==> src/life_pkg.sv <==
package life_pkg;

    // Field widths
    localparam int ROW_BITS   = 64;
    localparam int WIDTH_BITS = 7;

    // Defaults
    localparam int                    MAX_WIDTH_DEF = 64;
    localparam logic [WIDTH_BITS-1:0] WIDTH_RESET   = 7'd32;

    // Neighbour counts of the B3/S23 rule
    localparam logic [3:0] NB_BIRTH   = 4'd3;
    localparam logic [3:0] NB_SURVIVE = 4'd2;

    // Bits one column shows to its neighbours
    typedef struct packed {
        logic upper;
        logic middle;
        logic cur;
    } nb_t;

    // Row update command for the cells
    typedef struct packed {
        logic advance;
        logic clear;
        logic first;
    } cell_ctrl_t;

    // One result transaction
    typedef struct packed {
        logic [ROW_BITS-1:0] cells;
        logic                grid_done;
        logic                run_end;
    } result_t;

    // Queue load command
    typedef struct packed {
        logic accept;
        logic has_first;
        logic has_second;
    } q_push_t;

    function automatic logic life_rule(input logic alive, input logic [3:0] n);
        return (n == NB_BIRTH) || (alive && (n == NB_SURVIVE));
    endfunction

endpackage

==> src/life_cellular_automaton_row_step_core.sv <==
// A transaction's results are registered in the two-entry output queue and appear in the cycle
// after it is accepted. Throughput: one row per cycle while the receiver does not stall, set by the
// per-column cells working in parallel; the bottom row of a grid with held rows yields two results,
// and the input is held off while the second drains from the output queue.
// Reset: held rows and row count clear (new grid), row_width returns to 32,
// output queue empties.
module life_cellular_automaton_row_step_core
    import life_pkg::*;
#(
    parameter int MAX_WIDTH = MAX_WIDTH_DEF
)
(
    input  logic                  clk,
    input  logic                  rst_n,
    input  logic                  cfg_wen,
    input  logic [WIDTH_BITS-1:0] cfg_wdata,
    input  logic                  in_valid,
    output logic                  in_stall,
    input  logic [ROW_BITS-1:0]   row_cells,
    input  logic                  last_row,
    output logic                  out_valid,
    input  logic                  out_stall,
    output logic [ROW_BITS-1:0]   next_cells,
    output logic                  grid_done,
    output logic                  run_end
);

    logic [WIDTH_BITS-1:0] width_reg;
    logic [WIDTH_BITS-1:0] width_eff;
    logic [1:0]            held_reg;
    logic [1:0]            held_next;
    logic                  held_nz;
    logic                  accept;
    logic                  space_ok;
    cell_ctrl_t            ctrl;
    q_push_t               push;
    result_t               first_res;
    result_t               second_res;
    result_t               head;
    nb_t                   own_nb [MAX_WIDTH];
    logic [MAX_WIDTH-1:0]  next_a;
    logic [MAX_WIDTH-1:0]  next_b;

    assign in_stall = !space_ok;
    assign accept   = in_valid && space_ok;
    assign held_nz  = (held_reg != 2'd0);

    // Saturate the configured width
    assign width_eff = (width_reg > WIDTH_BITS'(MAX_WIDTH)) ? WIDTH_BITS'(MAX_WIDTH) : width_reg;

    assign ctrl.advance = accept;
    assign ctrl.clear   = last_row;
    assign ctrl.first   = !held_nz;

    // Chain of column cells
    for (genvar i = 0; i < MAX_WIDTH; i++)
    begin : g_col
        nb_t left_nb;
        nb_t right_nb;
        if (i == 0)
        begin : g_left_edge
            assign left_nb = '0;
        end
        else
        begin : g_left
            assign left_nb = own_nb[i-1];
        end
        if (i == MAX_WIDTH - 1)
        begin : g_right_edge
            assign right_nb = '0;
        end
        else
        begin : g_right
            assign right_nb = own_nb[i+1];
        end
        life_cell u_cell (
            .clk      (clk),
            .rst_n    (rst_n),
            .ctrl     (ctrl),
            .col_en   (WIDTH_BITS'(i) < width_eff),
            .cur_bit  (row_cells[i]),
            .left_nb  (left_nb),
            .right_nb (right_nb),
            .own_nb   (own_nb[i]),
            .next_a   (next_a[i]),
            .next_b   (next_b[i])
        );
    end

    // Select results: row above first and bottom row second, or the bottom row alone when no rows are held
    always_comb
    begin
        if (held_nz)
        begin
            first_res.cells     = ROW_BITS'(next_a);
            first_res.grid_done = 1'b0;
            first_res.run_end   = !last_row;
        end
        else
        begin
            first_res.cells     = ROW_BITS'(next_b);
            first_res.grid_done = 1'b1;
            first_res.run_end   = 1'b1;
        end
        second_res.cells     = ROW_BITS'(next_b);
        second_res.grid_done = 1'b1;
        second_res.run_end   = 1'b1;
    end

    assign push.accept     = accept;
    assign push.has_first  = last_row || held_nz;
    assign push.has_second = last_row && held_nz;

    life_out_queue u_queue (
        .clk        (clk),
        .rst_n      (rst_n),
        .push       (push),
        .first_res  (first_res),
        .second_res (second_res),
        .out_stall  (out_stall),
        .out_valid  (out_valid),
        .head       (head),
        .space_ok   (space_ok)
    );

    assign next_cells = head.cells;
    assign grid_done  = head.grid_done;
    assign run_end    = head.run_end;

    // Count held rows; drop back to a new grid after the bottom row
    always_comb
    begin
        held_next = held_reg;
        if (accept)
        begin
            if (last_row)
            begin
                held_next = 2'd0;
            end
            else if (!held_nz)
            begin
                held_next = 2'd1;
            end
            else
            begin
                held_next = 2'd2;
            end
        end
    end

    always_ff @(posedge clk or negedge rst_n)
    begin
        if (!rst_n)
        begin
            held_reg  <= 2'd0;
            width_reg <= WIDTH_RESET;
        end
        else
        begin
            held_reg <= held_next;
            if (cfg_wen)
            begin
                width_reg <= cfg_wdata;
            end
        end
    end

endmodule

==> src/life_cell.sv <==
module life_cell
    import life_pkg::*;
(
    input  logic       clk,
    input  logic       rst_n,
    input  cell_ctrl_t ctrl,
    input  logic       col_en,
    input  logic       cur_bit,
    input  nb_t        left_nb,
    input  nb_t        right_nb,
    output nb_t        own_nb,
    output logic       next_a,
    output logic       next_b
);

    logic upper_reg;
    logic upper_next;
    logic middle_reg;
    logic middle_next;
    logic [3:0] count_a;
    logic [3:0] count_b;

    // Mask held and incoming bits to the columns in use
    assign own_nb.upper  = upper_reg & col_en;
    assign own_nb.middle = middle_reg & col_en;
    assign own_nb.cur    = cur_bit & col_en;

    // Count neighbours: row above (upper, middle, cur) and bottom row (middle, cur, dead)
    assign count_a = {3'b000, left_nb.upper} + {3'b000, own_nb.upper}
                   + {3'b000, right_nb.upper} + {3'b000, left_nb.middle}
                   + {3'b000, right_nb.middle} + {3'b000, left_nb.cur}
                   + {3'b000, own_nb.cur} + {3'b000, right_nb.cur};
    assign count_b = {3'b000, left_nb.middle} + {3'b000, own_nb.middle}
                   + {3'b000, right_nb.middle} + {3'b000, left_nb.cur}
                   + {3'b000, right_nb.cur};

    assign next_a = life_rule(own_nb.middle, count_a) & col_en;
    assign next_b = life_rule(own_nb.cur, count_b) & col_en;

    // Advance the held rows on each accepted transaction
    always_comb
    begin
        upper_next  = upper_reg;
        middle_next = middle_reg;
        if (ctrl.advance)
        begin
            if (ctrl.clear)
            begin
                upper_next  = 1'b0;
                middle_next = 1'b0;
            end
            else if (ctrl.first)
            begin
                upper_next  = 1'b0;
                middle_next = own_nb.cur;
            end
            else
            begin
                upper_next  = middle_reg;
                middle_next = own_nb.cur;
            end
        end
    end

    always_ff @(posedge clk or negedge rst_n)
    begin
        if (!rst_n)
        begin
            upper_reg  <= 1'b0;
            middle_reg <= 1'b0;
        end
        else
        begin
            upper_reg  <= upper_next;
            middle_reg <= middle_next;
        end
    end

endmodule

==> src/life_out_queue.sv <==
module life_out_queue
    import life_pkg::*;
(
    input  logic    clk,
    input  logic    rst_n,
    input  q_push_t push,
    input  result_t first_res,
    input  result_t second_res,
    input  logic    out_stall,
    output logic    out_valid,
    output result_t head,
    output logic    space_ok
);

    logic    head_valid_reg;
    logic    head_valid_next;
    logic    tail_valid_reg;
    logic    tail_valid_next;
    result_t head_reg;
    result_t head_next;
    result_t tail_reg;
    result_t tail_next;
    logic    pop;

    assign pop       = head_valid_reg && !out_stall;
    // Room for two results once this cycle's pop is taken
    assign space_ok  = !head_valid_reg || (!tail_valid_reg && !out_stall);
    assign out_valid = head_valid_reg;
    assign head      = head_reg;

    // Load on accept, otherwise shift the tail forward on pop
    always_comb
    begin
        head_valid_next = head_valid_reg;
        tail_valid_next = tail_valid_reg;
        head_next       = head_reg;
        tail_next       = tail_reg;
        if (push.accept)
        begin
            head_valid_next = push.has_first;
            tail_valid_next = push.has_second;
            head_next       = first_res;
            tail_next       = second_res;
        end
        else if (pop)
        begin
            head_valid_next = tail_valid_reg;
            tail_valid_next = 1'b0;
            head_next       = tail_reg;
        end
    end

    always_ff @(posedge clk or negedge rst_n)
    begin
        if (!rst_n)
        begin
            head_valid_reg <= 1'b0;
            tail_valid_reg <= 1'b0;
        end
        else
        begin
            head_valid_reg <= head_valid_next;
            tail_valid_reg <= tail_valid_next;
        end
    end

    always_ff @(posedge clk)
    begin
        head_reg <= head_next;
        tail_reg <= tail_next;
    end

endmodule

==> config.mk <==
export PLATFORM = sky130hd
export DESIGN_NAME = life_cellular_automaton_row_step_core
export DESIGN_NICKNAME = d
export VERILOG_FILES = /design/src/life_pkg.sv /design/src/life_cellular_automaton_row_step_core.sv /design/src/life_cell.sv /design/src/life_out_queue.sv
export SDC_FILE = /design/constraint.sdc
export NUM_CORES = 1
export LEC_CHECK = 0
export ABC_AREA = 1
export BUFFER_PORTS_ARGS = -buffer_cell sky130_fd_sc_hd__buf_2
export CAP_MARGIN = 20
export CORE_MARGIN = 5
export CORE_UTILIZATION = 39
export DETAILED_ROUTE_END_ITERATION = 8
export PLACE_DENSITY = 0.58
export SLEW_MARGIN = 20
export SYNTH_ARGS = -nofsm -noshare
export SYNTH_HDL_FRONTEND = slang
export SYNTH_SLANG_ARGS = --single-unit
==> constraint.sdc <==
create_clock -name clk -period 4.2 [get_ports clk]
set_input_delay 0.21 -clock clk [delete_from_list [all_inputs] [get_ports clk]]
set_output_delay 0.21 -clock clk [all_outputs]
set_load 0.01 [all_outputs]
---- Word-level counts from Yosys, hierarchy flattened ----
Cells that the tools add are included.
word-level totals
  register bits after elaboration ......... 269
  output and inout port bits .............. 68
  word-level logic and storage cells ...... 1,940
  bits of input ports ..................... 77
operators by class
  add/subtract/negate cells ............... 692
  equality and inequality tests ........... 256
  reductions and logical operators ........ 269
  bitwise gates (word level) .............. 320
  muxes and demuxes ....................... 202
  order comparisons ....................... 65
operators by type and width
  cell                count
  $add 4x1->4         566
  $eq 4x2->1 const B  256
  $and 1x1->1         320
  $add 1x1->2         126
  $lt 6x7->1 const A  32
  $mux 66             3
  $mux 1              196
  $logic_and 1x1->1   132
  $logic_or 1x1->1    130
  $lt 5x7->1 const A  16
  $lt 4x7->1 const A  8
  $lt 3x7->1 const A  4
  $lt 1x7->1 const A  2
  $lt 2x7->1 const A  2
  $gt 7x7->1 const B  1
  $mux 7              1
  $logic_not 1->1     5
  $mux 2              2
  $reduce_bool 2->1   2

---- Depth between registers and ports, before layout ----
Gate-level depths: netlist of run 1.
  word-level depth ........................ 17
  gate-level depth with buffers ........... 27
  depth with buffers taken out ............ 27

---- Hierarchy ----
A second synthesis of run 1 with hierarchy kept.
unflattened totals
  cell total of the unflattened synthesis .. 3,870
  area total of the unflattened synthesis .. 30,626.9 sq um
modules (own cells, without submodules)
  module                                 cells each  area each (sq um)  times used  sequential area each (sq um)
  life_cell                              49          374.1              64          50.0
  life_out_queue                         361         4,922.2            1           4,013.8
  life_cellular_automaton_row_step_core  373         1,761.7            1           226.5

---- Least setup slack after synthesis of run 1 ----
OpenSTA, ideal clock, no wires.
  path type ............................... register to register
  start point ............................. reg width_reg[3]
  end point ............................... reg u_queue.head_reg, in the netlist u_queue.head[64], data pin
  period minus slack after synthesis ...... 4.540 ns
  slack ................................... -0.340 ns
  stages on the path, launching flop included .. 23
  arrival ................................. 4.395 ns
  path through ............................ dfrtp_1 -> nor2_2 -> nand3_2 -> nand2_4 -> nand3_1 -> clkbuf_8 -> o21ai_4 -> nand2_1 -> inv_1 -> ha_1 -> inv_1 -> fa_1 -> inv_1 -> fa_1 -> fa_1 -> inv_1 -> fa_1 -> nor2_1 -> o21ai_0 -> or2_2 -> o21ai_0 -> inv_1 -> a21oi_1
RTL lines
  what                    RTL line                                      source
  from (decl)             life_cellular_automaton_row_step_core.sv:28   logic [WIDTH_BITS-1:0] width_reg;
  from (signal assigned)  life_cellular_automaton_row_step_core.sv:163  width_reg <= cfg_wdata;
  to (signal assigned)    life_out_queue.sv:69                          head_reg <= head_next;
  to (decl)               life_out_queue.sv:19                          result_t head_reg;

==> run metrics, run 1 <==
run status complete, but fails checks; failing checks negative setup slack; worst path cell trace nor2_4 -> nand3_2 -> nand2_4 -> o21ai_4 -> buf_12 -> buf_4 -> o21ai_4 -> nand2_4 -> xnor2_2 -> fa_1 -> or2_1 -> nand2_1 -> inv_1 -> ha_1 -> inv_1 -> fa_2 -> fa_2 -> o31ai_2 -> nand3_1 -> nand2_1 -> inv_1 -> a21oi_1; largest net degree at the start of global routing 125; Slowest cell on crit path fa_1; area grow syn2layout 34.43%; DRC Markers 0; min Tclk post-route 4341 ps; delay-heaviest family, CP adder cells; compound-gate portion of the synthesized area 9.811%; RSZ-0062 raised after global routing yes; gr usage total 20.65%; gpl congestion 0.8629; final antenna-violating net count 0; cell taking the most area after synthesis fa_1; vias per inst 4.759; register area share after synthesis 24.49%; Setup crit end kind register; clock-pin slew on the worst setup and hold paths 60 ps; warnings from Yosys 0; Wirelength per Cell 16.30 um; fin crit share 103.3%; initial antenna violation count 4; Final Net Count 4979; Synth Area in XOR/XNOR 2.644%; FMAX 0.2304 GHz; post-placement cell area 35310 um^2; root buf cell clkbuf_16; worst vdd ir 641.0 uV; Levels on crit path 22; R2R depth 22; GR Overflow Total 0; # rows 102; share of cells above drive strength 1 30.63%; number of global-route vias before repair 25896; most common library cells after synthesis inv_1, nand2_1, fa_1; worst path buffer plus inverter count 5; WHS Path Cells 3; slew margin rel. 32.25%; CP max stage delay 460 ps; Synth Cell Area 30150 um^2; DIE AREA 82960 um^2; dpl ws -360.6 ps; CTS tree done; synth top area cells fa_1, edfxtp_1, inv_1; first-pass GRT wire length 136.6 mm; Cell variety after synth 59; Setup CP Type reg -> reg; Cells after DPL 5099; die height 288.0 um; CTS buffer count 39; Core Util, Final 52.58%; DP HPWL 63.89 mm; die width 288.0 um; drt total wl 87.00 mm; pin slew with the least headroom to its limit 1016 ps; r2r setup slk -140 ps; syn avg cell area 8.471 um^2; share of Yosys cell area claimed by the top area cell type 21.85%; Fillers 7051; Arr. time, crit path 4760 ps; Simple-Gate Fraction of Synth Area 14.23%; Final Hold Vio Count 0; via count 25397; CP most frequent cell inv_1; Leakage 20.50 nW; TritonRoute pass-1 iters 5; max-slew violations 0; Post-Synth Adder-Cell Area 34.59%; IO Count 145; largest family of logic cells by synthesized area adder cells; non-filler cells, final 5337; Worst setup SP type register; synthesized instance count 3559; Max H-tree Level 2; fin area 40530 um^2; Post-synth top flop dfrtp_1; # port buffers 144; Post-synth ARST share 51.67%; flop and latch count out of synthesis 269; # clock sinks 269; Max Buffers Root-to-Sink 3; MaxCap Viol Count 0; number of flops mapped to enable cells by yosys 130; starting density of the core 39.11%; total core area 77080 um^2; power density cells 413.4 nW/um^2; Clock Latency Late Sink 570 ps; final setup fails 27; Largest register FFs 66; Worst EP required 4620 ps; worst setup slack after layout -140.5 ps; Min-Delay Path Class in -> reg; clk_skew 31.15 ps; CP Max Fanout 5; Post-Syn Nets 4272; Hold WS 21.62 ps; most common cell in the netlist inv_1; DR iter-0 viols 1170; mux cell area share after synthesis 0.07470%
==> per-stage QoR <==
stage          power (mW)  setup TNS (ps)
2_1_floorplan       9.268          -93.81
3_3_place_gp        11.97           -4770
3_5_place_dp        12.16           -8598
4_1_cts             16.20          -998.1
5_1_grt             18.27          -10780
6_report            16.75           -1442
==> layout make-up <==
cell class | count | area [um^2] | share of cell area, %
inverter | 1057 | 4016 | 9.910
multi-input combinational | 2169 | 20840 | 51.41
clock inverter | 7 | 58.81 | 0.1451
timing repair inverter | 1 | 16.27 | 0.04013
tap | 1040 | 1301 | 3.211
antenna | 1 | 2.502 | 0.006174
sequential | 269 | 7387 | 18.23
clock buffer | 64 | 1235 | 3.047
timing repair buffer | 729 | 5677 | 14.01
==> report_power, final <==
part	leakage [nW]	switching, mW	internal (mW)
Clock	0.638	1.35	2.06
Sequential	3.17	0.304	3.56
Combinational	16.7	5.55	3.92
Total	20.5	7.21	9.55
==> logic make-up after synthesis <==
family | Yosys count
xor gates and xnor gates | 91
buffers and inverters | 1121
adders and majority gates | 636
muxes | 2
DFF | 269
and+or+nand+nor | 983
AOI/OAI and AO/OA | 457
==> worst register-to-register path, stage by stage (launching register included) <==
cell     delay [ps]
dfrtp_1         420
nor2_4          140
nand3_2         100
nand2_4         150
o21ai_4         110
buf_12          150
buf_4           170
o21ai_4         210
nand2_4         110
xnor2_2         150
fa_1            460
or2_1           250
nand2_1          70
inv_1            40
ha_1            260
inv_1            50
fa_2            350
fa_2            360
o31ai_2         260
nand3_1         130
nand2_1          80
inv_1            40
a21oi_1         140
==> worst paths after layout <==
check                                                             from                                      end
worst max register to register                width_reg[4]$_DFFE_PN0P_               u_queue.head[59]$_DFFE_PP_
worst min-delay path                                     row_cells[43]  g_col[43].u_cell.middle_reg$_DFFE_PN0P_
worst max-delay path                          width_reg[4]$_DFFE_PN0P_               u_queue.head[59]$_DFFE_PP_
worst min register to register  g_col[27].u_cell.upper_reg$_DFFE_PN0P_   g_col[27].u_cell.upper_reg$_DFFE_PN0P_
max in group asynchronous                                        rst_n   g_col[49].u_cell.upper_reg$_DFFE_PN0P_
min in group asynchronous                                        rst_n   g_col[42].u_cell.upper_reg$_DFFE_PN0P_
==> placed cells by master, fill, tap and decap left out, types with 62 or more instances in the layout <==
cell type	instances
inv_1	979
buf_4	488
nand2_1	361
nor2_1	294
ha_1	284
fa_1	238
buf_2	143
dfrtp_1	135
edfxtp_1	130
o22ai_1	91
fa_2	91
o21ai_0	81
inv_2	63
nand3_1	62
==> routing by layer <==
layer | routed length [um] | global-route usage, % | up-vias
li1 | - | - | 12446
met1 | 39490 | 27.86 | 12377
met2 | 41590 | 34.90 | 451
met3 | 3715 | 3.080 | 123
met4 | 2206 | 5.439 | 0
met5 | 0 | 0 | -
==> what timing repair did <==
action,CTS,global route
hold buffers,22,0
gates cloned,1,0
gates resized for setup,292,339
pin swaps,177,257
hold endpoints to repair,102,0
setup endpoints to repair,59,67
buffers inserted,72,75
No activity file was read; power rests on OpenSTA's default activity.
==> run 2: changes to the inputs <==
--- a/config.mk
+++ b/config.mk
@@ -5,13 +5,13 @@
 export SDC_FILE = /design/constraint.sdc
 export NUM_CORES = 1
 export LEC_CHECK = 0
-export ABC_AREA = 1
+export ABC_AREA = 0
 export BUFFER_PORTS_ARGS = -buffer_cell sky130_fd_sc_hd__buf_2
 export CAP_MARGIN = 20
 export CORE_MARGIN = 5
-export CORE_UTILIZATION = 39
+export CORE_UTILIZATION = 30
 export DETAILED_ROUTE_END_ITERATION = 8
-export PLACE_DENSITY = 0.58
+export PLACE_DENSITY = 0.47
 export SLEW_MARGIN = 20
 export SYNTH_ARGS = -nofsm -noshare
 export SYNTH_HDL_FRONTEND = slang
==> run metrics, run 2 <==
run status complete, but fails checks (unchanged); failing checks negative setup slack (unchanged); synth top area cells fa_1, edfxtp_1, ha_1 (was fa_1, edfxtp_1, inv_1); pin slew with the least headroom to its limit 882.0 ps (was 1016 ps); share of Yosys cell area claimed by the top area cell type 22.27% (was 21.85%); CTS buffer count 41 (was 39); Setup crit end kind register (unchanged); r2r endpoint u_queue.head[10]$_DFFE_PP_ (was u_queue.head[59]$_DFFE_PP_); DRC Markers 0 (unchanged); # rows 115 (was 102); fin area 38960 um^2 (was 40530 um^2); DR iter-0 viols 1237 (was 1170); area grow syn2layout 31.75% (was 34.43%); Hold Crit Start row_cells[32] (was row_cells[43]); Max H-tree Level 2 (unchanged); most common library cell in the layout ignoring fill and taps inv_1 (unchanged); total core area 98130 um^2 (was 77080 um^2); Cell variety after synth 98 (was 59); Post-Syn Nets 3806 (was 4272); worst setup slack after layout -173.1 ps (was -140.5 ps); cell taking the most area after synthesis fa_1 (unchanged); non-filler cells, final 5067 (was 5337); initial antenna violation count 6 (was 4); via count 24097 (was 25397); IO Count 145 (unchanged); vias per inst 4.756 (was 4.759); busiest grt layer met2 (unchanged); drt total wl 96.19 mm (was 87.00 mm); CP Max Fanout 5 (unchanged); clock-pin slew on the worst setup and hold paths 60 ps (about the same); warnings from Yosys 0 (unchanged); starting density of the core 30.13% (was 39.11%); DP HPWL 73.84 mm (was 63.89 mm); worst vdd ir 438.3 uV (was 641.0 uV); root buf cell clkbuf_16 (unchanged); die height 324.0 um (was 288.0 um); reg-to-reg startpoint width_reg[5]$_DFFE_PN1P_ (was width_reg[4]$_DFFE_PN0P_); Worst EP required 4530 ps (was 4620 ps); WHS Path Cells 3 (unchanged); FMAX 0.2287 GHz (was 0.2304 GHz); Post-synth ARST share 51.67% (unchanged); number of flops mapped to enable cells by yosys 130 (unchanged); Min-Delay Path Class in -> reg (unchanged); GR Overflow Total 0 (unchanged); R2R depth 15 (was 22); Wirelength per Cell 18.98 um (was 16.30 um); final antenna-violating net count 0 (unchanged); Final Hold Vio Count 0 (unchanged); Worst setup SP type register (unchanged); synthesized instance count 3093 (was 3559); CTS tree done (unchanged); MaxCap Viol Count 0 (unchanged); Hold EP g_col[32].u_cell.middle_reg$_DFFE_PN0P_ (was g_col[43].u_cell.middle_reg$_DFFE_PN0P_); r2r setup slk -170 ps (was -140 ps); Final Net Count 4459 (was 4979); register area share after synthesis 24.97% (was 24.49%); clk_skew 29.56 ps (was 31.15 ps); power density cells 437.2 nW/um^2 (was 413.4 nW/um^2); TritonRoute pass-1 iters 5 (unchanged); largest net degree at the start of global routing 112 (was 125); Setup CP Type reg -> reg (unchanged); fin crit share 104.1% (was 103.3%); most common library cells after synthesis inv_1, fa_1, ha_1 (was inv_1, nand2_1, fa_1); Arr. time, crit path 4710 ps (was 4760 ps); gpl congestion 0.8278 (was 0.8629); min Tclk post-route 4373 ps (was 4341 ps); first-pass GRT wire length 146.8 mm (was 136.6 mm); RSZ-0062 raised after global routing yes (unchanged); # port buffers 144 (unchanged); Tot Pwr 17.03 mW (was 16.75 mW); final setup fails 18 (was 27); post-placement cell area 35240 um^2 (was 35310 um^2); syn avg cell area 9.561 um^2 (was 8.471 um^2); max-slew violations 0 (unchanged); die width 324.0 um (was 288.0 um); met3 Resource Use GR 2.046% (was 3.080%); Leakage 19.26 nW (was 20.50 nW); GR Util met1 24.92% (was 27.86%); share of cells above drive strength 1 30.40% (was 30.63%); most frequent cells in the layout inv_1, buf_4, ha_1, fa_1, nand2_1 (was inv_1, buf_4, nand2_1, nor2_1, ha_1); Max Buffers Root-to-Sink 3 (unchanged); flop and latch count out of synthesis 269 (unchanged); # clock sinks 269 (unchanged); Cells after DPL 4905 (was 5099); DIE AREA 104900 um^2 (was 82960 um^2); GR met2 Demand/Resource 31.24% (was 34.90%); Clock Latency Late Sink 590 ps (was 570 ps); most common cell in the netlist inv_1 (unchanged); Core Util, Final 39.70% (was 52.58%); Fillers 9845 (was 7051); Fin Setup TNS -911.7 ps (was -1442 ps); number of global-route vias before repair 24628 (was 25896); slew margin rel. 41.06% (was 32.25%); Synth Cell Area 29570 um^2 (was 30150 um^2); Post-synth top flop dfrtp_1 (unchanged); Largest register FFs 66 (unchanged); gr usage total 18.23% (was 20.65%)
run 2: cell type report:
cell class	instances	area (um^2)	area share, %
inverter	645	2426	6.227
clock inverter	12	133.9	0.3436
tap	1287	1610	4.133
clock buffer	64	1287	3.305
sequential	269	7393	18.98
multi-input combinational	2084	20770	53.32
timing repair buffer	705	5333	13.69
antenna	1	2.502	0.006423
run 2: cell families after synthesis:
logic type               count (synthesis)  share of synthesized area [%]
AO/OA/AOI/OAI                          523                          12.91
XOR/XNOR                                99                          2.932
adder cells (fa/ha/maj)                636                          35.26
buffers and inverters                  740                          9.689
flip-flops                             269                          24.97
multiplexers                            25                         0.9267
AND/OR/NAND/NOR                        801                          13.32
run 2: metrics by stage:
stage / hold WS, ps / setup slack (ps)
detailed placement: 245.4 / -526.9
floorplan: -85.59 / 8.844
global route: 28.48 / -276.9
CTS: 8.358 / -157.1
global placement: 242.2 / -517.1
finish: 24.74 / -173.1
run 2: power breakdown:
part	total, mW	internal, mW	switching, mW
logic	9.41	3.98	5.43
clock network	3.70	2.24	1.46
registers	3.92	3.53	0.393
total	17.0	9.75	7.28
run 2: worst max-delay path by stage:
stage	slack [ps]	startpoint	end
2_1_floorplan	9	width_reg[6]$_DFFE_PN0P_	u_queue.head[10]$_DFFE_PP_
3_3_place_gp	-520	width_reg[5]$_DFFE_PN1P_	u_queue.head[15]$_DFFE_PP_
6_report	-170	width_reg[5]$_DFFE_PN1P_	u_queue.head[10]$_DFFE_PP_
5_1_grt	-280	width_reg[3]$_DFFE_PN0P_	u_queue.head[3]$_DFFE_PP_
3_5_place_dp	-530	width_reg[5]$_DFFE_PN1P_	u_queue.head[15]$_DFFE_PP_
4_1_cts	-160	width_reg[5]$_DFFE_PN1P_	u_queue.head[10]$_DFFE_PP_
run 2: repair_timing:
action                                  CTS  global route
hold buffers                             15             0
gates resized for setup                 155           260
endpoints found under the hold margin    62             0
pin swaps                                47           117
endpoints found under the setup margin   59            65
setup buffers                            29            45
run 2: critical path: stages (launching register included):
cell and delay (ps):
dfstp_4 500, buf_8 140, or4b_4 580, o211ai_4 210, buf_6 120, mux2_4 290
fa_1 480, xor2_1 180, ha_1 280, inv_2 40, fa_2 340, fa_2 340
nor2b_1 140, a31o_2 200, a31oi_1 190, o21ai_1 80
run 2: metal layers:
metal | wire [um] | up-vias
li1 | - | 11607
met1 | 44170 | 11973
met4 | 2279 | 4
met5 | 27 | -
met2 | 46120 | 405
met3 | 3593 | 108
